`config.mk`:
```
export PLATFORM = sky130hd
export DESIGN_NAME = mosl_ctrl
export DESIGN_NICKNAME = d
export VERILOG_FILES = /design/src/rtl/core/mosl_pkg.sv /design/src/rtl/core/mosl_ctrl.sv
export SDC_FILE = /design/constraint.sdc
export NUM_CORES = 1
export LEC_CHECK = 0
export BUFFER_PORTS_ARGS = -buffer_cell sky130_fd_sc_hd__buf_2
export CAP_MARGIN = 30
export CELL_PAD_IN_SITES_DETAIL_PLACEMENT = 0
export CELL_PAD_IN_SITES_GLOBAL_PLACEMENT = 1
export CORE_AREA = 2 2 39 41
export DETAILED_ROUTE_END_ITERATION = 16
export DIE_AREA = 0 0 41 43
export HOLD_SLACK_MARGIN = 0.02
export PLACE_DENSITY = 0.75
export RECOVER_POWER = 25
export SKIP_LAST_GASP = 1
export SLEW_MARGIN = 30
export SYNTH_ARGS = -nofsm -noshare
export SYNTH_HDL_FRONTEND = slang
export SYNTH_SLANG_ARGS = --single-unit
export TNS_END_PERCENT = 20
```
`constraint.sdc`:
```
create_clock -name i_clk -period 2.1 [get_ports i_clk]
set_input_delay 0.21 -clock i_clk [delete_from_list [all_inputs] [get_ports i_clk]]
set_output_delay 0.21 -clock i_clk [all_outputs]
set_load 0.05 [all_outputs]
```
`src/rtl/core/mosl_pkg.sv`:
```
package mosl_pkg;

    typedef enum logic [3:0] {
        S_CLEAR,
        S_IDLE,
        S_INC,
        S_MED,
        S_MEDW,
        S_OFS,
        S_SCAN,
        S_DRAIN,
        S_CMP,
        S_OUT
    } t_state;

    localparam logic [2:0] CFG_WIDTH  = 3'd0;
    localparam logic [2:0] CFG_HEIGHT = 3'd1;
    localparam logic [2:0] CFG_BASE_X = 3'd2;
    localparam logic [2:0] CFG_BASE_Y = 3'd3;
    localparam logic [2:0] CFG_RANGE  = 3'd4;

    typedef struct packed {
        logic        [8:0] width;
        logic        [8:0] height;
        logic signed [7:0] base_dx;
        logic signed [7:0] base_dy;
        logic        [7:0] range;
    } t_cfg;

    typedef struct packed {
        logic clr_step;
        logic take;
        logic inc;
        logic med_step;
        logic ofs_setup;
        logic scan_step;
        logic cmp;
    } t_cmd;

    typedef struct packed {
        logic sweep_last;
        logic last_flag;
        logic scan_last;
        logic ofs_last;
    } t_sts;

endpackage

```
`src/rtl/core/mosl_ctrl.sv`:
```
module mosl_ctrl
    import mosl_pkg::*;
(
    input  logic i_clk,
    input  logic i_rst_n,
    input  logic i_start,
    input  t_sts i_sts,
    output t_cmd o_cmd,
    output logic o_busy,
    output logic o_done
);

    t_state r_state;
    t_state n_state;

    always_ff @(posedge i_clk) begin
        if (!i_rst_n) begin
            r_state <= S_CLEAR;
        end else begin
            r_state <= n_state;
        end
    end

    always_comb begin
        n_state = r_state;
        o_cmd   = '0;
        o_busy  = 1'b1;
        o_done  = 1'b0;
        case (r_state)
            S_CLEAR: begin
                o_cmd.clr_step = 1'b1;
                if (i_sts.sweep_last) begin
                    n_state = S_IDLE;
                end
            end
            S_IDLE: begin
                o_busy = 1'b0;
                if (i_start) begin
                    o_cmd.take = 1'b1;
                    n_state    = S_INC;
                end
            end
            S_INC: begin
                o_cmd.inc = 1'b1;
                n_state   = i_sts.last_flag ? S_MED : S_IDLE;
            end
            S_MED: begin
                o_cmd.med_step = 1'b1;
                if (i_sts.sweep_last) begin
                    n_state = S_MEDW;
                end
            end
            S_MEDW: begin
                n_state = S_OFS;
            end
            S_OFS: begin
                o_cmd.ofs_setup = 1'b1;
                n_state         = S_SCAN;
            end
            S_SCAN: begin
                o_cmd.scan_step = 1'b1;
                if (i_sts.scan_last) begin
                    n_state = S_DRAIN;
                end
            end
            S_DRAIN: begin
                n_state = S_CMP;
            end
            S_CMP: begin
                o_cmd.cmp = 1'b1;
                n_state   = i_sts.ofs_last ? S_OUT : S_OFS;
            end
            S_OUT: begin
                o_done  = 1'b1;
                n_state = S_CLEAR;
            end
            default: begin
                n_state = S_CLEAR;
            end
        endcase
    end

endmodule

```
# Word level (Yosys, flattened, before mapping)
# Cells that the tools add are included.
[word_totals]
register_bits = 4
in_bits = 7
output_inout_bits = 9
word_cells = 33
[op_classes]
eq_ne = 13
muxes = 17
n_reduce_logical = 2
[op_table]
columns = ["op", "count"]
rows = [
  ["case mux 4 bit (9 select lines)", 1],
  ["2-to-1 mux 4 bit", 5],
  ["== test 4 x 3 -> 1 bit (second input constant)", 4],
  ["2-to-1 mux 1 bit", 10],
  ["== test 4 x 2 -> 1 bit (second input constant)", 2],
  ["== test 4 bit (second input constant)", 2],
  ["inequality test 2 bit (second input constant)", 4],
  ["== test 4 x 1 -> 1 bit (second input constant)", 1],
  ["zero test 4 bit", 1],
  ["AND reduction 4 bit", 1],
  ["2-to-1 mux 2 bit", 1],
]

# Longest topological paths before layout
# Gate-level depths: netlist of run 1.
[depth]
ltp_word = 3
ltp_mapped = 4
mapped_depth_nobuf = 3

# Least setup slack after synthesis of run 1
# No wires, ideal clock.
[synth_path]
path_type = "register -> output"
start = "reg r_state[3]"
end = "out o_cmd[1] (netlist name)"
arrival_time_ps = 1675
required_ps = 1890
setup_slack_ps = 215
path_stages_with_launch = 4
n_path_buf = 1
cell_sequence = "dfxtp_1 > buf_2 > nand2b_1 > nor3_1"
[synth_lines]
columns = ["item", "line", "text"]
rows = [
  ["from (decl)", "mosl_ctrl.sv:13", "t_state r_state;"],
  ["from (signal assigned)", "mosl_ctrl.sv:20", "r_state <= n_state;"],
  ["to (decl)", "mosl_ctrl.sv:8", "output t_cmd o_cmd,"],
]

==> results.py, run 1 <==
metrics = {
    "floorplan": {
        "die_y_um": 43,
        "start_util": 0.249,
        "dieArea_um2": 1760,
        "row_count": 14,
        "die_w_um": 41,
        "core_area_um2": 1380,
        "io_pins": 16,
    },
    "timing": {
        "grt_setup_unrepaired": "no",
        "hold_viol_final": 0,
        "fin_crit_ps": 1640,
        "fin_crit_sh": 0.780,
        "fin_setup_tns_ps": 0,
        "worst_pin_slew_ps": 413,
        "max_freq_ghz": 0.610,
        "slew_viol_final": 0,
        "clock-skew-final_ps": 0.653,
        "holdWs_ps": 253,
        "slew_headroom": 0.724,
        "setup_viol": 0,
    },
    "power_and_ir_drop": {
        "clkPwrFrac": 0.381,
        "vdd.ir_drop.worst_v": 0.000411,
        "seqPwrFrac": 0.363,
        "power.density_nw_per_um2": 538,
        "p_total_uw": 240,
        "netSwitchingFraction": 0.317,
        "p_leak_nw": 0.206,
        "p_int_uw": 164,
        "power_switching_uw": 76.0,
        "p_comb_frac": 0.256,
    },
    "final_layout": {
        "largest_registers": "r_state (4)",
        "areaGrowthSynthToFinish_pct": 29.5,
        "final-seq-area_um2": 80.1,
        "layout-drive-gt1-share": 0.317,
        "top_register": "r_state",
        "num-fill-cells": 150,
        "multiInputGateArea_um2": 236,
        "largest_reg_flops": 4,
        "num-nets-final": 72,
        "diodes": 0,
        "stdcell_area_um2": 445,
    },
    "drt": {
        "vias": 395,
        "initialDrtViolationCount": 17,
        "route.detailed.drc": 0,
        "ant_nets": 0,
        "viasPerCell": 5.00,
        "drt_pass1_iterations": 4,
        "wl_per_cell_um": 11.4,
        "wirelength_um": 897,
    },
    "clock_tree": {
        "post_cts_buffers": 0,
        "cts_hold_buf": 0,
        "cts.sink_count": 4,
        "cts_made_buffers": 3,
        "clkTransAtPathRegs_ps": 30,
        "clock_latency_ps": 230,
        "clockRootBuffer": "clkbuf_4",
        "htree_levels": 1,
        "cts_tree": "done",
        "cts_resized": 0,
        "cts_buffer_depth": 2,
    },
    "grt": {
        "grtUsageTotal": 0.122,
        "grt_overflow": 0,
        "grt_pass1_wl_mm": 1.46,
        "antenna_found_initial": 0,
        "grt_pass1_vias": 376,
        "grt_max_degree": 15,
    },
    "placed_design": {
        "gp_congestion": 0.823,
        "placed_area_um2": 425,
        "dp_hpwl_um": 665,
        "port_buffers": 15,
    },
    "worst_hold_path": {
        "min_delay_path_depth": 3,
        "hp-class": "input pin to flop",
        "min_to": "r_state[2]",
        "min_from": "i_rst_n",
    },
    "setup_path": {
        "cpPeakStageDelay_ps": 420,
        "rr_worst_depth": 3,
        "crit_type": "flop to output pin",
        "slowest_stage": "dfxtp_1",
        "end_kind": "output pin",
        "r2r_start": "r_state[0]",
        "crit_path_start_kind": "flop",
        "crit_path_cell_trace": "or2_0 > nor3_1 > buf_2",
        "r2r-end": "r_state[2]",
        "cp_max_fo": 14,
        "r2r_slack_ps": 660,
        "required_ps": 1890,
        "critical_path_arrival_ps": 1430,
    },
    "synthesis": {
        "syn_area_um2": 344,
        "mappedNetlistNets": 55,
        "synth_cells": 48,
        "yosysSeqAreaShare": 0.233,
        "synth_area_per_cell_um2": 7.17,
        "yosys.cell_types.count": 26,
        "synth-seq-cells": 4,
        "ys_warn_count": 0,
    },
    "job": {
        "cap_violations": 0,
    },
    "run_status": {
        "status": "complete, no violations",
    },
}
power by group through the flow:
stage	sequential [mW]	clock, mW	combinational, mW
after floorplan	0.0822	0	0.0524
after global placement	0.0878	0	0.0642
after detailed placement	0.0878	0	0.0629
after CTS	0.0866	0.0977	0.0630
after global routing	0.0876	0.103	0.0663
final	0.0869	0.0912	0.0614
Yosys cell counts (all sizes together):
master / instances / area, µm²
and3: 2 / 12.5
clkbuf: 1 / 3.75
a211oi: 1 / 7.51
a221oi: 2 / 23.8
o32ai: 1 / 8.76
a21o: 1 / 7.51
a32o: 1 / 10.0
a21boi: 1 / 7.51
inv: 3 / 11.3
o21ai: 3 / 15.0
nor2: 7 / 26.3
and3b: 2 / 17.5
nand2b: 4 / 25.0
buf: 2 / 10.0
and2b: 1 / 7.51
or2: 2 / 15.0
dfxtp: 4 / 80.1
o22ai: 1 / 6.26
nand2: 3 / 11.3
nor2b: 1 / 6.26
nor3: 2 / 10.0
o22a: 1 / 8.76
or3: 2 / 12.5
worst max path at each step:
stage	start	end	slack, ps	depth (start not counted)
after floorplan	r_state[3]	o_cmd[1]	220	3
after global placement	r_state[0]	o_cmd[6]	710	3
after detailed placement	r_state[0]	r_state[2]	730	3
after CTS	r_state[0]	o_cmd[5]	510	3
after global routing	r_state[0]	o_cmd[6]	360	3
final	r_state[0]	o_cmd[6]	460	3
cell usage in the layout, fill, tap and decap left out, types with 2 or more instances in the layout:
| master | n |
|---|---|
| o21ai_0 | 2 |
| clkbuf_4 | 3 |
| nor3_1 | 2 |
| nand2b_1 | 4 |
| dfxtp_1 | 4 |
| nor2_1 | 7 |
| buf_2 | 15 |
| nand2_1 | 3 |
| and3_1 | 2 |
| and3b_1 | 2 |
| inv_1 | 3 |
| or3_1 | 2 |
cells by family after synthesis:
family	count (synthesis)	synth area share
flip-flops	4	0.233
AO/OA/AOI/OAI	12	0.276
buffers and inverters	6	0.0727
AND/OR/NAND/NOR	26	0.418
critical path, delay by kind of cell, from the launching register on:
family | cells | cell delay (ps)
and+or+nand+nor | 2 | 480
DFF | 1 | 420
buffers and inverters | 1 | 290
metrics by stage:
stage,cells,utilization,setup slack (ps)
final,79,0.322,461
after global routing,79,0.322,361
after CTS,79,0.324,508
after detailed placement,76,0.307,731
after global placement,76,0.307,712
after floorplan,48,-,215
layout make-up:
cell class	count	area share
clock buffers	3	0.0506
inverters	3	0.0253
multi-input cells	38	0.531
flip-flops and latches	4	0.180
well taps	16	0.0449
repair buffers	15	0.169
routing by layer:
layer	GRT usage	routed length, µm	vias to the layer above
met5	0	0	-
met4	0.0467	0	0
met3	0.0681	61	0
met2	0.163	388	17
met1	0.160	448	177
li1	-	-	201
No activity file was read; power rests on OpenSTA's default activity.
==> run 2, diff against run 1 <==
--- a/config.mk
+++ b/config.mk
@@ -5,15 +5,15 @@
 export SDC_FILE = /design/constraint.sdc
 export NUM_CORES = 1
 export LEC_CHECK = 0
+export ABC_AREA = 1
 export BUFFER_PORTS_ARGS = -buffer_cell sky130_fd_sc_hd__buf_2
 export CAP_MARGIN = 30
 export CELL_PAD_IN_SITES_DETAIL_PLACEMENT = 0
 export CELL_PAD_IN_SITES_GLOBAL_PLACEMENT = 1
-export CORE_AREA = 2 2 39 41
+export CORE_UTILIZATION = 25
 export DETAILED_ROUTE_END_ITERATION = 16
-export DIE_AREA = 0 0 41 43
 export HOLD_SLACK_MARGIN = 0.02
-export PLACE_DENSITY = 0.75
+export PLACE_DENSITY = 0.77
 export RECOVER_POWER = 25
 export SKIP_LAST_GASP = 1
 export SLEW_MARGIN = 30
==> constraint.sdc (replaced) <==
create_clock -name i_clk -period 1.5 [get_ports i_clk]
set_input_delay 0.15 -clock i_clk [delete_from_list [all_inputs] [get_ports i_clk]]
set_output_delay 0.15 -clock i_clk [all_outputs]
set_load 0.05 [all_outputs]
==> results.py, run 2 <==
metrics = {
    "grt": {
        "antenna_found_initial": 0,
        "grt_pass1_wl_mm": 1.38,
        "grt_max_degree": 9,
        "grt_overflow": 0,
        "grtUsageTotal": 0.132,
        "grt_pass1_vias": 363,
    },
    "drt": {
        "ant_nets": 0,
        "vias": 422,
        "viasPerCell": 4.54,
        "initialDrtViolationCount": 7,
        "wirelength_um": 878,
        "wl_per_cell_um": 9.44,
        "route.detailed.drc": 0,
        "drt_pass1_iterations": 3,
    },
    "floorplan": {
        "row_count": 13,
        "core_area_um2": 1330,
        "io_pins": 16,
        "die_y_um": 40.2,
        "dieArea_um2": 1620,
        "start_util": 0.274,
        "die_w_um": 40.2,
    },
    "timing": {
        "max_freq_ghz": 0.692,
        "setup_viol": 0,
        "clock-skew-final_ps": 6.09,
        "setup_ws_ps": 53.9,
        "slew_viol_final": 0,
        "fin_setup_tns_ps": 0,
        "grt_setup_unrepaired": "yes",
        "hold_viol_final": 0,
        "fin_crit_ps": 1450,
        "fin_crit_sh": 0.964,
        "slew_headroom": 0.820,
        "worst_pin_slew_ps": 270,
    },
    "setup_path": {
        "crit_type": "flop to output pin",
        "critical_path_arrival_ps": 1300,
        "crit_path_cell_trace": "nor2_2 > inv_1 > nor3_2 > buf_2",
        "r2r_start": "r_state[1]",
        "cp_max_fo": 8,
        "slowest_stage": "dfxtp_2",
        "r2r_slack_ps": 280,
        "cpPeakStageDelay_ps": 350,
        "rr_worst_depth": 7,
        "r2r-end": "r_state[0]",
        "crit_path_start_kind": "flop",
        "end_kind": "output pin",
        "required_ps": 1350,
    },
    "worst_hold_path": {
        "hp-class": "input pin to flop",
        "min_to": "r_state[0]",
        "min_delay_path_depth": 3,
        "min_from": "i_rst_n",
    },
    "final_layout": {
        "mostFrequentLayoutCell": "inv_1",
        "largest_reg_flops": 4,
        "diodes": 0,
        "layout-drive-gt1-share": 0.410,
        "final_cell_mix": "inv_1, buf_2, nand2_1",
        "num-fill-cells": 157,
        "top_register": "r_state",
        "num-nets-final": 87,
        "largest_registers": "r_state (4)",
        "areaGrowthSynthToFinish_pct": 34.2,
    },
    "synthesis": {
        "synth_top_area_share": 0.219,
        "yosys_most_used_dff": "dfxtp_1",
        "yosys.area.top_type": "dfxtp_1",
        "synth_cells": 61,
        "yosysMostFrequentCell": "inv_1",
        "synth_common_cells": "inv_1, nand2_1, nand3_1",
        "syn_area_um2": 365,
        "yosysSeqAreaShare": 0.219,
        "yosys.cell_types.count": 18,
        "synth-seq-cells": 4,
        "synth_area_per_cell_um2": 5.99,
        "yosys-top-cells-area": "dfxtp_1, inv_1, nand2_1",
        "ys_warn_count": 0,
        "ys_async_sr_fraction": 0,
        "mappedNetlistNets": 68,
        "synth_edf_count": 0,
    },
    "clock_tree": {
        "htree_levels": 1,
        "cts_made_buffers": 3,
        "clockRootBuffer": "clkbuf_4",
        "clkTransAtPathRegs_ps": 40,
        "cts_hold_buf": 0,
        "clock_latency_ps": 240,
        "cts.sink_count": 4,
        "cts_tree": "done",
        "cts_buffer_depth": 2,
    },
    "power_and_ir_drop": {
        "p_leak_nw": 0.261,
        "power.density_nw_per_um2": 1320,
        "vdd.ir_drop.worst_v": 0.000380,
        "p_comb_frac": 0.550,
        "netSwitchingFraction": 0.519,
        "seqPwrFrac": 0.241,
        "power_switching_uw": 335,
        "p_int_uw": 310,
        "clkPwrFrac": 0.209,
    },
    "placed_design": {
        "post-place-ws_ps": 155,
        "port_buffers": 15,
        "gp_congestion": 0.735,
        "dp_hpwl_um": 721,
    },
    "job": {
        "cap_violations": 0,
    },
    "run_status": {
        "status": "complete, no violations",
    },
}
[run 2: cell count changes in the layout (fill, tap and decap cells not counted), moves of 3 or more]
cell	change
inv_1	+11
nand2_1	+7
nand3_1	+7
nand2b_1	-4
a21oi_1	+3
buf_2	-3
nor2_1	-3
nor2_2	+3
nor2_4	+3
[run 2: final cells by class]
type / instances / area (µm²) / area share
Multi-Input combinational cell: 41 / 228 / 0.464
Sequential cell: 4 / 82.6 / 0.168
Timing Repair Buffer: 15 / 82.6 / 0.168
Inverter: 15 / 56.3 / 0.115
Clock buffer: 3 / 22.5 / 0.0459
Tap cell: 15 / 18.8 / 0.0383
[run 2: power by group through the flow]
stage	Combinational (mW)	Clock [mW]	Sequential [mW]
floorplan	0.309	0	0.136
global placement	0.347	0	0.156
detailed placement	0.350	0	0.153
CTS	0.350	0.138	0.153
global route	0.386	0.149	0.158
finish	0.355	0.135	0.156
[run 2: worst max-delay path, delay by kind of cell, from the launching register on]
kind                   cells  cell delay, ps
buffers and inverters      2             400
flip-flops                 1             350
AND/OR/NAND/NOR            2             300
[run 2: metrics by stage]
stage / utilization / power (mW) / hold WS (ps) / cell area (µm²) / instances
after floorplan: - / 0.445 / 276 / 368 / 61
after global placement: 0.338 / 0.503 / 394 / 450 / 90
after detailed placement: 0.338 / 0.502 / 411 / 450 / 90
after CTS: 0.357 / 0.641 / 154 / 477 / 93
after global routing: 0.368 / 0.693 / 159 / 490 / 93
final: 0.368 / 0.645 / 151 / 490 / 93
[run 2: how the worst max path moves through the flow]
stage / from / endpoint / slack (ps) / cells past startpoint
after CTS: r_state[2] / o_cmd[1] / -1 / 5
after global routing: r_state[0] / o_cmd[5] / -40 / 5
final: r_state[0] / o_cmd[0] / 50 / 4
after global placement: r_state[0] / o_done / 130 / 5
after detailed placement: r_state[0] / o_done / 150 / 5
after floorplan: r_state[0] / o_done / -350 / 5
[run 2: kinds of logic after synthesis]
family	synth area share
simple gates	0.503
buf+inv	0.185
flops	0.219
compound gates	0.0924
[run 2: timing repair]
| item | 4_1_cts | 5_1_grt |
|---|---|---|
| setup endpoints to repair | 6 | 8 |
| resized for setup | 2 | 5 |
| gates cloned | 0 | 0 |
| setup buffers | 0 | 0 |
| endpoints found under the hold margin | 0 | 0 |
[run 2: layer usage]
layer,vias up,track usage,part of all wire
met2,10,0.226,0.50
li1,225,-,-
met4,0,0.100,0.026
met5,-,0,0
met1,185,0.137,0.42
met3,2,0.0333,0.052
